--- src/sv/mvr_pkg.sv ---
// shared constants, opcodes and types of the multichannel voltmeter readout
// no dependencies; used by mvr_bcd_serial and multichannel_voltmeter_readout
`default_nettype none

package mvr_pkg;

  // channel count and pass length
  localparam int CHANNELS    = 8;
  localparam int RESULTS_CAP = 8;
  localparam int PASS_LEN    = (CHANNELS < RESULTS_CAP) ? CHANNELS : RESULTS_CAP;
  localparam int CH_W        = $clog2(CHANNELS);

  // field widths
  localparam int CODE_W  = 16;
  localparam int MV_W    = 14;
  localparam int DIGIT_W = 4;
  localparam int DIGITS  = 4;
  localparam int BCD_W   = DIGITS * DIGIT_W;
  localparam int STEP_W  = $clog2(MV_W);

  // event opcodes
  localparam logic [2:0] OP_SAMPLE    = 3'd0;
  localparam logic [2:0] OP_TICK      = 3'd1;
  localparam logic [2:0] OP_OUTER_CW  = 3'd2;
  localparam logic [2:0] OP_OUTER_CCW = 3'd3;
  localparam logic [2:0] OP_INNER_CW  = 3'd4;
  localparam logic [2:0] OP_INNER_CCW = 3'd5;
  localparam logic [2:0] OP_PUSH      = 3'd6;

  // decimal digits of one reading
  typedef struct packed {
    logic [DIGIT_W-1:0] thousands;
    logic [DIGIT_W-1:0] hundreds;
    logic [DIGIT_W-1:0] tens;
    logic [DIGIT_W-1:0] units;
  } bcd_digits_t;

  // converter status
  typedef struct packed {
    logic busy;
    logic done;
  } bcd_status_t;

endpackage

`default_nettype wire

--- src/sv/multichannel_voltmeter_readout.sv ---
// multichannel voltmeter readout: stored codes, auto/manual event machine, decimal readings
// path: a sample is stored when it is taken; a reading goes through the load step, the
// 14-step serial decimal converter, its done flag and the hold step into the output register
// flow: readings of an auto pass are converted one at a time; the next event is taken only
// once the last reading of the event is in the output register, later while the output stalls
// reset: synchronous active-low rst_n gives auto mode, channel 0 selected, all codes zero
// depends on mvr_pkg and mvr_bcd_serial
`default_nettype none

module multichannel_voltmeter_readout (
  input  wire logic        clk,
  input  wire logic        rst_n,
  input  wire logic        in_tvalid,
  output logic             in_tready,
  input  wire logic [23:0] in_tdata,   // sample_channel[2:0], sample_code[18:3], zero pad
  input  wire logic [2:0]  in_tuser,   // opcode[2:0]
  output logic             out_tvalid,
  input  wire logic        out_tready,
  output logic [23:0]      out_tdata,  // shown_channel[2:0], digit_thousands[6:3],
                                       // digit_hundreds[10:7], digit_tens[14:11],
                                       // digit_units[18:15], zero pad
  output logic             out_tlast   // last_of_run
);

  localparam logic [1:0] S_IDLE = 2'd0;
  localparam logic [1:0] S_LOAD = 2'd1;
  localparam logic [1:0] S_CONV = 2'd2;
  localparam logic [1:0] S_HOLD = 2'd3;

  logic [1:0]                    state_r, state_nxt;
  logic                          manual_r, manual_nxt;
  logic [mvr_pkg::CH_W-1:0]      sel_r, sel_nxt;
  logic [mvr_pkg::CH_W-1:0]      cur_r, cur_nxt;
  logic                          pass_r, pass_nxt;
  logic [mvr_pkg::CODE_W-1:0]    codes_r [mvr_pkg::CHANNELS];
  logic                          out_valid_r, out_valid_nxt;
  logic [23:0]                   out_data_r;
  logic                          out_last_r;

  logic                          in_xact;
  logic                          out_xact;
  logic                          load_out;
  logic                          reading_last;
  logic                          store_en;
  logic [mvr_pkg::CH_W-1:0]      store_idx;
  logic [2:0]                    op;
  logic [2:0]                    sample_channel;
  logic [mvr_pkg::CODE_W-1:0]    sample_code;
  logic [mvr_pkg::CODE_W-1:0]    cur_code;
  logic [mvr_pkg::MV_W-1:0]      mv;
  logic                          conv_start;
  mvr_pkg::bcd_status_t          conv_status;
  mvr_pkg::bcd_digits_t          conv_digits;

  // input fields
  assign op             = in_tuser;
  assign sample_channel = in_tdata[2:0];
  assign sample_code    = in_tdata[18:3];

  assign in_tready = (state_r == S_IDLE);
  assign in_xact   = in_tvalid && in_tready;
  assign out_xact  = out_valid_r && out_tready;

  // millivolts: floor(code*8192/65535) is code/8, plus one at full scale
  assign cur_code = codes_r[cur_r];
  assign mv = {1'b0, cur_code[mvr_pkg::CODE_W-1:3]} + mvr_pkg::MV_W'(&cur_code);

  assign conv_start = (state_r == S_LOAD);

  mvr_bcd_serial u_bcd (
    .clk    (clk),
    .rst_n  (rst_n),
    .start  (conv_start),
    .value  (mv),
    .status (conv_status),
    .digits (conv_digits)
  );

  assign load_out     = (state_r == S_HOLD) && (!out_valid_r || out_tready);
  assign reading_last = !pass_r || (cur_r == mvr_pkg::CH_W'(mvr_pkg::PASS_LEN - 1));

  // sample store decode
  assign store_en  = in_xact && (op == mvr_pkg::OP_SAMPLE) &&
                     (32'(sample_channel) < mvr_pkg::CHANNELS);
  assign store_idx = mvr_pkg::CH_W'(sample_channel);

  // event machine
  always_comb begin
    state_nxt  = state_r;
    manual_nxt = manual_r;
    sel_nxt    = sel_r;
    cur_nxt    = cur_r;
    pass_nxt   = pass_r;
    unique case (state_r)
      S_IDLE: begin
        if (in_xact) begin
          unique case (op) inside
            mvr_pkg::OP_TICK: begin
              state_nxt = S_LOAD;
              pass_nxt  = !manual_r;
              cur_nxt   = manual_r ? sel_r : '0;
              if (!manual_r) sel_nxt = '0;
            end
            mvr_pkg::OP_OUTER_CW, mvr_pkg::OP_OUTER_CCW: begin
              state_nxt  = S_LOAD;
              manual_nxt = !manual_r;
              pass_nxt   = manual_r;
              cur_nxt    = manual_r ? '0 : sel_r;
              if (manual_r) sel_nxt = '0;
            end
            mvr_pkg::OP_INNER_CW: begin
              if (manual_r) begin
                sel_nxt = (sel_r == mvr_pkg::CH_W'(mvr_pkg::CHANNELS - 1)) ? '0
                                                                          : sel_r + 1'b1;
              end else begin
                state_nxt = S_LOAD;
                pass_nxt  = 1'b1;
                cur_nxt   = '0;
                sel_nxt   = '0;
              end
            end
            mvr_pkg::OP_INNER_CCW: begin
              if (manual_r) begin
                sel_nxt = (sel_r == '0) ? mvr_pkg::CH_W'(mvr_pkg::CHANNELS - 1)
                                        : sel_r - 1'b1;
              end else begin
                state_nxt = S_LOAD;
                pass_nxt  = 1'b1;
                cur_nxt   = '0;
                sel_nxt   = '0;
              end
            end
            mvr_pkg::OP_PUSH: begin
              if (manual_r) begin
                state_nxt = S_LOAD;
                pass_nxt  = 1'b0;
                cur_nxt   = sel_r;
              end
            end
            default: begin
              state_nxt = S_IDLE;
            end
          endcase
        end
      end
      S_LOAD: begin
        state_nxt = S_CONV;
      end
      S_CONV: begin
        if (conv_status.done) state_nxt = S_HOLD;
      end
      S_HOLD: begin
        if (load_out) begin
          if (reading_last) begin
            state_nxt = S_IDLE;
          end else begin
            state_nxt = S_LOAD;
            cur_nxt   = cur_r + 1'b1;
          end
        end
      end
      default: begin
        state_nxt = S_IDLE;
      end
    endcase
  end

  // output register valid
  always_comb begin
    out_valid_nxt = out_valid_r;
    if (out_xact) out_valid_nxt = 1'b0;
    if (load_out) out_valid_nxt = 1'b1;
  end

  // control registers
  always_ff @(posedge clk) begin
    if (!rst_n) begin
      state_r     <= S_IDLE;
      manual_r    <= 1'b0;
      sel_r       <= '0;
      cur_r       <= '0;
      pass_r      <= 1'b0;
      out_valid_r <= 1'b0;
    end else begin
      state_r     <= state_nxt;
      manual_r    <= manual_nxt;
      sel_r       <= sel_nxt;
      cur_r       <= cur_nxt;
      pass_r      <= pass_nxt;
      out_valid_r <= out_valid_nxt;
    end
  end

  // stored channel codes
  always_ff @(posedge clk) begin
    if (!rst_n) begin
      for (int i = 0; i < mvr_pkg::CHANNELS; i++) begin
        codes_r[i] <= '0;
      end
    end else if (store_en) begin
      codes_r[store_idx] <= sample_code;
    end
  end

  // output payload
  always_ff @(posedge clk) begin
    if (load_out) begin
      out_data_r <= {5'd0, conv_digits.units, conv_digits.tens, conv_digits.hundreds,
                     conv_digits.thousands, 3'(cur_r)};
      out_last_r <= reading_last;
    end
  end

  assign out_tvalid = out_valid_r;
  assign out_tdata  = out_data_r;
  assign out_tlast  = out_last_r;

  // converter is idle whenever a new event can be taken
  a_idle_conv: assert property (@(posedge clk) disable iff (!rst_n)
    in_tready |-> !conv_status.busy)
    else $error("converter busy while taking events");

  // a load step always starts the converter
  a_load_starts: assert property (@(posedge clk) disable iff (!rst_n)
    (state_r == S_LOAD) |=> conv_status.busy)
    else $error("converter did not start");

  // a stalled full output register holds the finished reading back
  a_hold_stall: assert property (@(posedge clk) disable iff (!rst_n)
    (state_r == S_HOLD && out_valid_r && !out_tready) |=> (state_r == S_HOLD))
    else $error("reading dropped while output stalled");

  // the final reading of an auto pass leaves channel 0 selected
  a_pass_sel: assert property (@(posedge clk) disable iff (!rst_n)
    (load_out && pass_r && reading_last) |-> (sel_r == '0))
    else $error("selected channel not cleared by auto pass");

endmodule

`default_nettype wire

--- src/sv/mvr_bcd_serial.sv ---
// bit-serial binary to decimal converter (shift and add-3), one bit per cycle
// depends on mvr_pkg
`default_nettype none

module mvr_bcd_serial (
  input  wire logic                       clk,
  input  wire logic                       rst_n,
  input  wire logic                       start,
  input  wire logic [mvr_pkg::MV_W-1:0]   value,
  output mvr_pkg::bcd_status_t            status,
  output mvr_pkg::bcd_digits_t            digits
);

  logic [mvr_pkg::MV_W-1:0]   bin_r, bin_nxt;
  logic [mvr_pkg::BCD_W-1:0]  bcd_r, bcd_nxt;
  logic [mvr_pkg::BCD_W-1:0]  adj;
  logic [mvr_pkg::STEP_W-1:0] cnt_r, cnt_nxt;
  logic                       busy_r, busy_nxt;
  logic                       done_r, done_nxt;

  // add 3 to every digit of 5 or more before the shift
  always_comb begin
    adj = bcd_r;
    for (int d = 0; d < mvr_pkg::DIGITS; d++) begin
      if (bcd_r[d*mvr_pkg::DIGIT_W +: mvr_pkg::DIGIT_W] >= 4'd5) begin
        adj[d*mvr_pkg::DIGIT_W +: mvr_pkg::DIGIT_W] =
          bcd_r[d*mvr_pkg::DIGIT_W +: mvr_pkg::DIGIT_W] + 4'd3;
      end
    end
  end

  // step sequencing
  always_comb begin
    bin_nxt  = bin_r;
    bcd_nxt  = bcd_r;
    cnt_nxt  = cnt_r;
    busy_nxt = busy_r;
    done_nxt = 1'b0;
    if (start) begin
      bin_nxt  = value;
      bcd_nxt  = '0;
      cnt_nxt  = '0;
      busy_nxt = 1'b1;
    end else if (busy_r) begin
      bcd_nxt = {adj[mvr_pkg::BCD_W-2:0], bin_r[mvr_pkg::MV_W-1]};
      bin_nxt = {bin_r[mvr_pkg::MV_W-2:0], 1'b0};
      cnt_nxt = cnt_r + 1'b1;
      if (cnt_r == mvr_pkg::STEP_W'(mvr_pkg::MV_W - 1)) begin
        busy_nxt = 1'b0;
        done_nxt = 1'b1;
      end
    end
  end

  // control registers
  always_ff @(posedge clk) begin
    if (!rst_n) begin
      busy_r <= 1'b0;
      done_r <= 1'b0;
      cnt_r  <= '0;
    end else begin
      busy_r <= busy_nxt;
      done_r <= done_nxt;
      cnt_r  <= cnt_nxt;
    end
  end

  // data shift registers
  always_ff @(posedge clk) begin
    bin_r <= bin_nxt;
    bcd_r <= bcd_nxt;
  end

  assign status.busy       = busy_r;
  assign status.done       = done_r;
  assign digits.thousands  = bcd_r[15:12];
  assign digits.hundreds   = bcd_r[11:8];
  assign digits.tens       = bcd_r[7:4];
  assign digits.units      = bcd_r[3:0];

endmodule

`default_nettype wire

--- config.mk ---
export PLATFORM = sky130hd
export DESIGN_NAME = multichannel_voltmeter_readout
export DESIGN_NICKNAME = d
export VERILOG_FILES = /design/src/sv/mvr_pkg.sv /design/src/sv/multichannel_voltmeter_readout.sv /design/src/sv/mvr_bcd_serial.sv
export SDC_FILE = /design/constraint.sdc
export NUM_CORES = 1
export LEC_CHECK = 0
export ABC_CLOCK_PERIOD_IN_PS = 4100
export BUFFER_PORTS_ARGS = -buffer_cell sky130_fd_sc_hd__clkbuf_2
export CELL_PAD_IN_SITES_DETAIL_PLACEMENT = 1
export CELL_PAD_IN_SITES_GLOBAL_PLACEMENT = 1
export CORE_AREA = 5 5 162 164
export DETAILED_ROUTE_END_ITERATION = 16
export DIE_AREA = 0 0 167 169
export GPL_TIMING_DRIVEN = 0
export MAX_ROUTING_LAYER = met4
export PLACE_DENSITY_LB_ADDON = 0.25
export SLEW_MARGIN = 15
export SYNTH_ARGS = -nofsm -noshare
export SYNTH_HDL_FRONTEND = slang
export SYNTH_SLANG_ARGS = --single-unit
--- constraint.sdc ---
create_clock -name clk -period 4.1 [get_ports clk]
set_input_delay 1.025 -clock clk [delete_from_list [all_inputs] [get_ports clk]]
set_output_delay 1.025 -clock clk [all_outputs]
set_load 0.005 [all_outputs]
Yosys cells after proc, flatten, opt, wreduce, memory -nomap -nowiden
Memory sizes are Yosys's and may differ from the RTL's. A register that Yosys moved wholly into a read port is not among the register bits.
Cells that the tools add are included.

word-level totals
  flip-flop bits (word level) = 67
  bits in writable memories = 128
  output and inout port bits = 27
  memories kept = 1

memories
  name     words  width  read ports  clocked after memory_dff  write ports  line                                  source
  codes_r  8      16     1           1                         8            multichannel_voltmeter_readout.sv:35  logic [mvr_pkg::CODE_W-1:0] codes_r [mvr_pkg::CHANNELS];

cells by class
  $add $sub $neg = 9
  $lt $le $gt $ge = 4
  eq/ne operators = 21
  multiplexer cells = 46
  bitwise logic cells = 2
  reductions and logical operators = 29

operators by type and width
  operator                                                                count
  3-bit two-way mux                                                       15
  14-bit two-way mux                                                      2
  3-bit one-hot mux with 4 select lines                                   2
  4-bit by 3-bit >= comparator with 1-bit output (second input constant)  4
  16-bit two-way mux                                                      1
  16-bit AND reduction                                                    1
  16-bit OR reduction                                                     1
  3-bit == test (second input constant)                                   5
  13-bit by 1-bit adder with 14-bit output                                1
  1-bit two-way mux                                                       14
  4-bit by 2-bit adder with 4-bit output (second input constant)          3
  4-bit two-way mux                                                       3
  2-bit two-way mux                                                       5
  5-bit AND reduction                                                     2
  2-bit inequality test (second input constant)                           4
  2-bit one-hot mux with 4 select lines                                   1
  4-bit nonzero test                                                      2
  7-bit AND reduction                                                     1
  3-bit by 1-bit adder with 3-bit output (second input constant)          2
  3-bit by 2-bit == test with 1-bit output (second input constant)        2
  3-bit zero test                                                         2
  3-bit inequality test (second input constant)                           2
  2-bit one-hot mux with 3 select lines                                   1
  3-bit one-hot mux with 2 select lines                                   1
  other kinds (19)                                                        34

Logic depth before layout (Yosys ltp)
  depth in word-level cells = 8
  mapped depth = 15
  depth with buffers taken out = 11

Hierarchy
Synthesis repeated with hierarchy kept, for this count alone.

second synthesis, totals
  cells, all modules = 707
  area total of the unflattened synthesis = 9,449.1 um^2

by module, submodules not included
  module                          instances  cells an instance  area an instance (um^2)  sequential area each (um^2)
  multichannel_voltmeter_readout  1          529                7,628.6                  4,724.5
  mvr_bcd_serial                  1          178                1,820.5                  860.8

Worst setup path after synthesis
Ideal clock, no wire load.

  path type = flip-flop to flip-flop
  start = register with a tool-made name
  end = register u_bcd.bin_r[10] (netlist name) (data pin)
  setup time = 258 ps
  data arrival time = 2,940 ps
  required time = 3,842 ps
  setup slack = 903 ps
  stages on the path, launching flop included = 15
  path buffers = 3
  clock period less this slack = 3,197 ps
  cell sequence = dfxtp_1 -> clkbuf_8 -> buf_4 -> mux4_1 -> mux2i_2 -> nor4b_4 -> buf_6 -> nand2_1 -> nor4_1 -> ha_1 -> ha_1 -> inv_1 -> nor4_2 -> and4_1 -> o31ai_2

RTL lines
  what                    line                  source
  end signal: assignment  mvr_bcd_serial.sv:70  bin_r <= bin_nxt;
  end: declaration        mvr_bcd_serial.sv:14  logic [mvr_pkg::MV_W-1:0] bin_r, bin_nxt;

==> metrics.csv <==
stage;metric;value;unit
setup_path;arrival;3980;ps
clock_network;cts_setup_buffers;0;
place;place_congestion;0.8183;
synth;yosys_register_bits;198;
pwr;power.leakage;3.932;nW
layout;drive_above_1_share;18.62;%
setup_path;cp_cell_sequence;clkbuf_8 > buf_4 > mux4_1 > mux2i_1 > nor4b_4 > buf_6 > nand2_1 > nor4_1 > ha_1 > ha_1 > inv_1 > nor4_4 > and4_1 > o31ai_2;
sta;final.period_utilization;92.66;%
global_route;first_global_vias;6302;
global_route;grt_first_pass_wirelength;35710;µm
floorplanning;num_io_pins;58;
sta;finalClockSkew;14.95;ps
floorplanning;core;24750;µm²
detailed_routing;drtPass1Iterations;4;
global_route;antenna_found_initial;0;
synth;synth_top_area_cell;edfxtp_1;
min_path;hp-class;reg -> reg;
floorplanning;die_w;167;µm
place;place_hpwl;15870;µm
detailed_routing;vias_per_cell;5.152;
synth;synth_cell_types;65;
clock_network;cts_tree;yes;
place;portBuffers;46;
setup_path;crit_buf_inv;4;
layout;stdcell_count;1141;
setup_path;cp-end-kind;flop;
floorplanning;row_count;58;
synth;netlist.area_leader.share;51.33;%
setup_path;cp_num_cells;14;
synth;syn_avg_cell_area;13.09;µm²
synth;synth_warnings;0;
synth;async_flop_share;0;%
clock_network;cts.sinks;198;
sta;hold_viol;0;
sta;worstMarginPinSlew;1162;ps
setup_path;path_delay_family;simple AND/OR/NAND/NOR gates;
clock_network;cts_buffers;17;
setup_path;start_kind;flop;
synth;synth_area_leaders;edfxtp_1 51%, and2_1 8.6%, dfxtp_1 7.6%;
detailed_routing;drt_iter0_drc;332;
status;status;complete, no violations;
global_route;grt_util_all_layers;16.79;%
clock_network;insertion_delay;430;ps
detailed_routing;wl_per_cell;19.67;µm
clock_network;path_clk_slew;70;ps
layout;area_growth_syn_to_layout;14.03;%
clock_network;ctsLongestPathBuffers;2;
detailed_routing;vias;5878;
setup_path;r2r-end;u_bcd.bin_r[10]$_DFFE_PP_;
setup_path;critPathKind;reg -> reg;
place;place_inst;1111;
sta;fmax;0.2632;GHz
sta;fin_crit;3799;ps
sta;rsz0062_at_grt;false;
detailed_routing;wl;22450;µm
setup_path;crit_end;u_bcd.bin_r[10]$_DFFE_PP_;
sta;slew_violations;0;
setup_path;cp_data_required_time;4280;ps
detailed_routing;drc_errors;0;
pwr;powerDensity;524.8;nW/µm²
clock_network;clk_root_buffer_cell;clkbuf_16;
layout;utilization;43.67;%
sta;setup_viol;0;
floorplanning;die-area;28220;µm²
synth;synthCells;724;
sta;slew_headroom;22.52;%
floorplanning;start_util;38.30;%
global_route;overflow;0;
synth;ys.flop_type;edfxtp_1;
setup_path;critPathMostFrequentCell;ha_1;
pwr;finalPower;5.672;mW
synth;synth_edf_count;162;
layout;final_nets;853;
sta;hold_slack;472.2;ps
setup_path;critical_path.slowest_cell;nor4_4;
flow_run;maxCapViolCount;0;
synth;syn-cell-area;9478;µm²
global_route;grt_start_max_net_pins;19;
setup_path;r2r_setup_slack;300;ps
synth;seq_area_frac_synth;58.93;%
clock_network;htreeDepth;4;
setup_path;reg2reg_depth;14;
layout;diodes;0;
setup_path;slowest_delay;460;ps
clock_network;hold_buffers;0;
pwr;irDropWorstVdd;253.5;µV
setup_path;worstPathMaxFanout;10;
detailed_routing;drtAntennaViolNets;0;
floorplanning;die_h;169;µm
==> cells by family (layout without fill, tap and decap cells) <==
| family | count (synthesis) | count (layout) | share of synthesized area [%] |
|---|---|---|---|
| other | 1 | 5 | 0.03957 |
| and+or+nand+nor | 272 | 272 | 16.44 |
| muxes | 54 | 54 | 9.492 |
| AOI/OAI and AO/OA | 101 | 101 | 7.076 |
| adders and majority gates | 22 | 22 | 2.904 |
| xor gates and xnor gates | 14 | 14 | 1.294 |
| buffers and inverters | 62 | 145 | 3.828 |
| DFF | 198 | 198 | 58.93 |
==> area by class of cell <==
class,count,area [µm²]
Clock buffer,17,425.4
Sequential cell,198,5585
Inverter,22,82.58
Tap cell,330,412.9
Buffer,40,280.3
Clock inverter,13,115.1
Multi-Input combinational cell,468,3582
Fill cell,2599,13940
Timing Repair Buffer,53,324.1
==> flip-flops by register name, summed over array words and instances, names as in the netlist, 2 cells and up, named ones only <==
register / flops
codes_r: 128
out_tdata: 19
u_bcd.digits: 16
u_bcd.bin_r: 14
u_bcd.cnt_r: 4
cur_r: 3
sel_r: 3
state_r: 2
==> layer usage <==
| layer | routed length (µm) | up-vias | global-route usage [%] |
|---|---|---|---|
| li1 | - | 2804 | - |
| met1 | 9749 | 2964 | 20.44 |
| met2 | 11750 | 100 | 29.36 |
| met3 | 791 | 10 | 2.546 |
| met4 | 160 | 0 | 4.554 |
| met5 | 0 | - | - |
==> worst min-delay path by stage <==
stage                                   from                endpoint  slack, ps  cells past startpoint
2_1_floorplan  u_bcd.digits[13]$_SDFFE_PP0P_  out_tdata[4]$_DFFE_PP_        430                      0
3_3_place_gp   u_bcd.digits[13]$_SDFFE_PP0P_  out_tdata[4]$_DFFE_PP_        440                      0
3_5_place_dp           cur_r[2]$_SDFFE_PN0P_  out_tdata[2]$_DFFE_PP_        460                      0
4_1_cts                cur_r[2]$_SDFFE_PN0P_  out_tdata[2]$_DFFE_PP_        480                      0
5_1_grt        u_bcd.digits[15]$_SDFFE_PP0P_  out_tdata[6]$_DFFE_PP_        500                      0
6_report               cur_r[2]$_SDFFE_PN0P_  out_tdata[2]$_DFFE_PP_        470                      0
==> metrics by stage <==
step,TNS (ps),area (µm²),worst slack (ps)
floorplan,0,9493,902.6
finish,0,10810,300.8
global route,0,10810,31.43
global placement,-53710,10140,-647.9
CTS,0,10800,131.6
detailed placement,-5741,10250,-204.3
==> cell usage in the layout (no fill, tap or decap), types with 6 or more instances in the layout <==
| cell type | instances |
|---|---|
| ha_1 | 22 |
| nand2b_1 | 15 |
| o31ai_1 | 6 |
| clkbuf_16 | 17 |
| mux2_2 | 13 |
| nand4_1 | 11 |
| buf_6 | 11 |
| a211oi_1 | 7 |
| buf_4 | 8 |
| o21ai_2 | 6 |
| edfxtp_1 | 162 |
| o21ai_0 | 23 |
| and2_1 | 130 |
| inv_1 | 21 |
| a21oi_1 | 17 |
| clkbuf_2 | 46 |
| clkbuf_1 | 19 |
| mux4_2 | 16 |
| xnor2_1 | 10 |
| nor3_1 | 7 |
| mux4_1 | 8 |
| mux2i_1 | 14 |
| dfxtp_1 | 36 |
| nand3_1 | 16 |
| nand2_1 | 38 |
| nor2_1 | 29 |
| o211ai_1 | 8 |
==> Yosys cell counts (all sizes together), types with 2 or more instances <==
master,n
o211ai,8
clkbuf,23
dfxtp,36
o22a,2
a21boi,4
o31ai,7
o31a,2
o41ai,2
nand2b,15
nand3b,3
a21o,4
a211oi,7
o21a,4
nor2b,2
inv,21
a21oi,17
a22oi,3
nor4,4
nand4,11
mux2,14
nor2,30
nor3b,3
o21ai,29
nand2,38
nand4b,2
mux4,24
xnor2,10
and4,3
and2,130
nor3,7
ha,22
a31oi,4
xor2,4
edfxtp,162
and3,3
mux2i,16
nand3,16
buf,17
==> report_power, final <==
group / internal, mW / leakage (nW) / switching (mW) / total [mW]
Clock: 0.795 / 0.258 / 0.806 / 1.60
Sequential: 2.43 / 1.92 / 0.0895 / 2.52
Combinational: 0.632 / 1.75 / 0.916 / 1.55
Total: 3.86 / 3.93 / 1.81 / 5.67
==> what timing repair did <==
item	in CTS	in global routing
resized for setup	0	2
hold endpoints to repair	0	0
endpoints found under the setup margin	0	3
No activity file was read; power rests on OpenSTA's default activity.
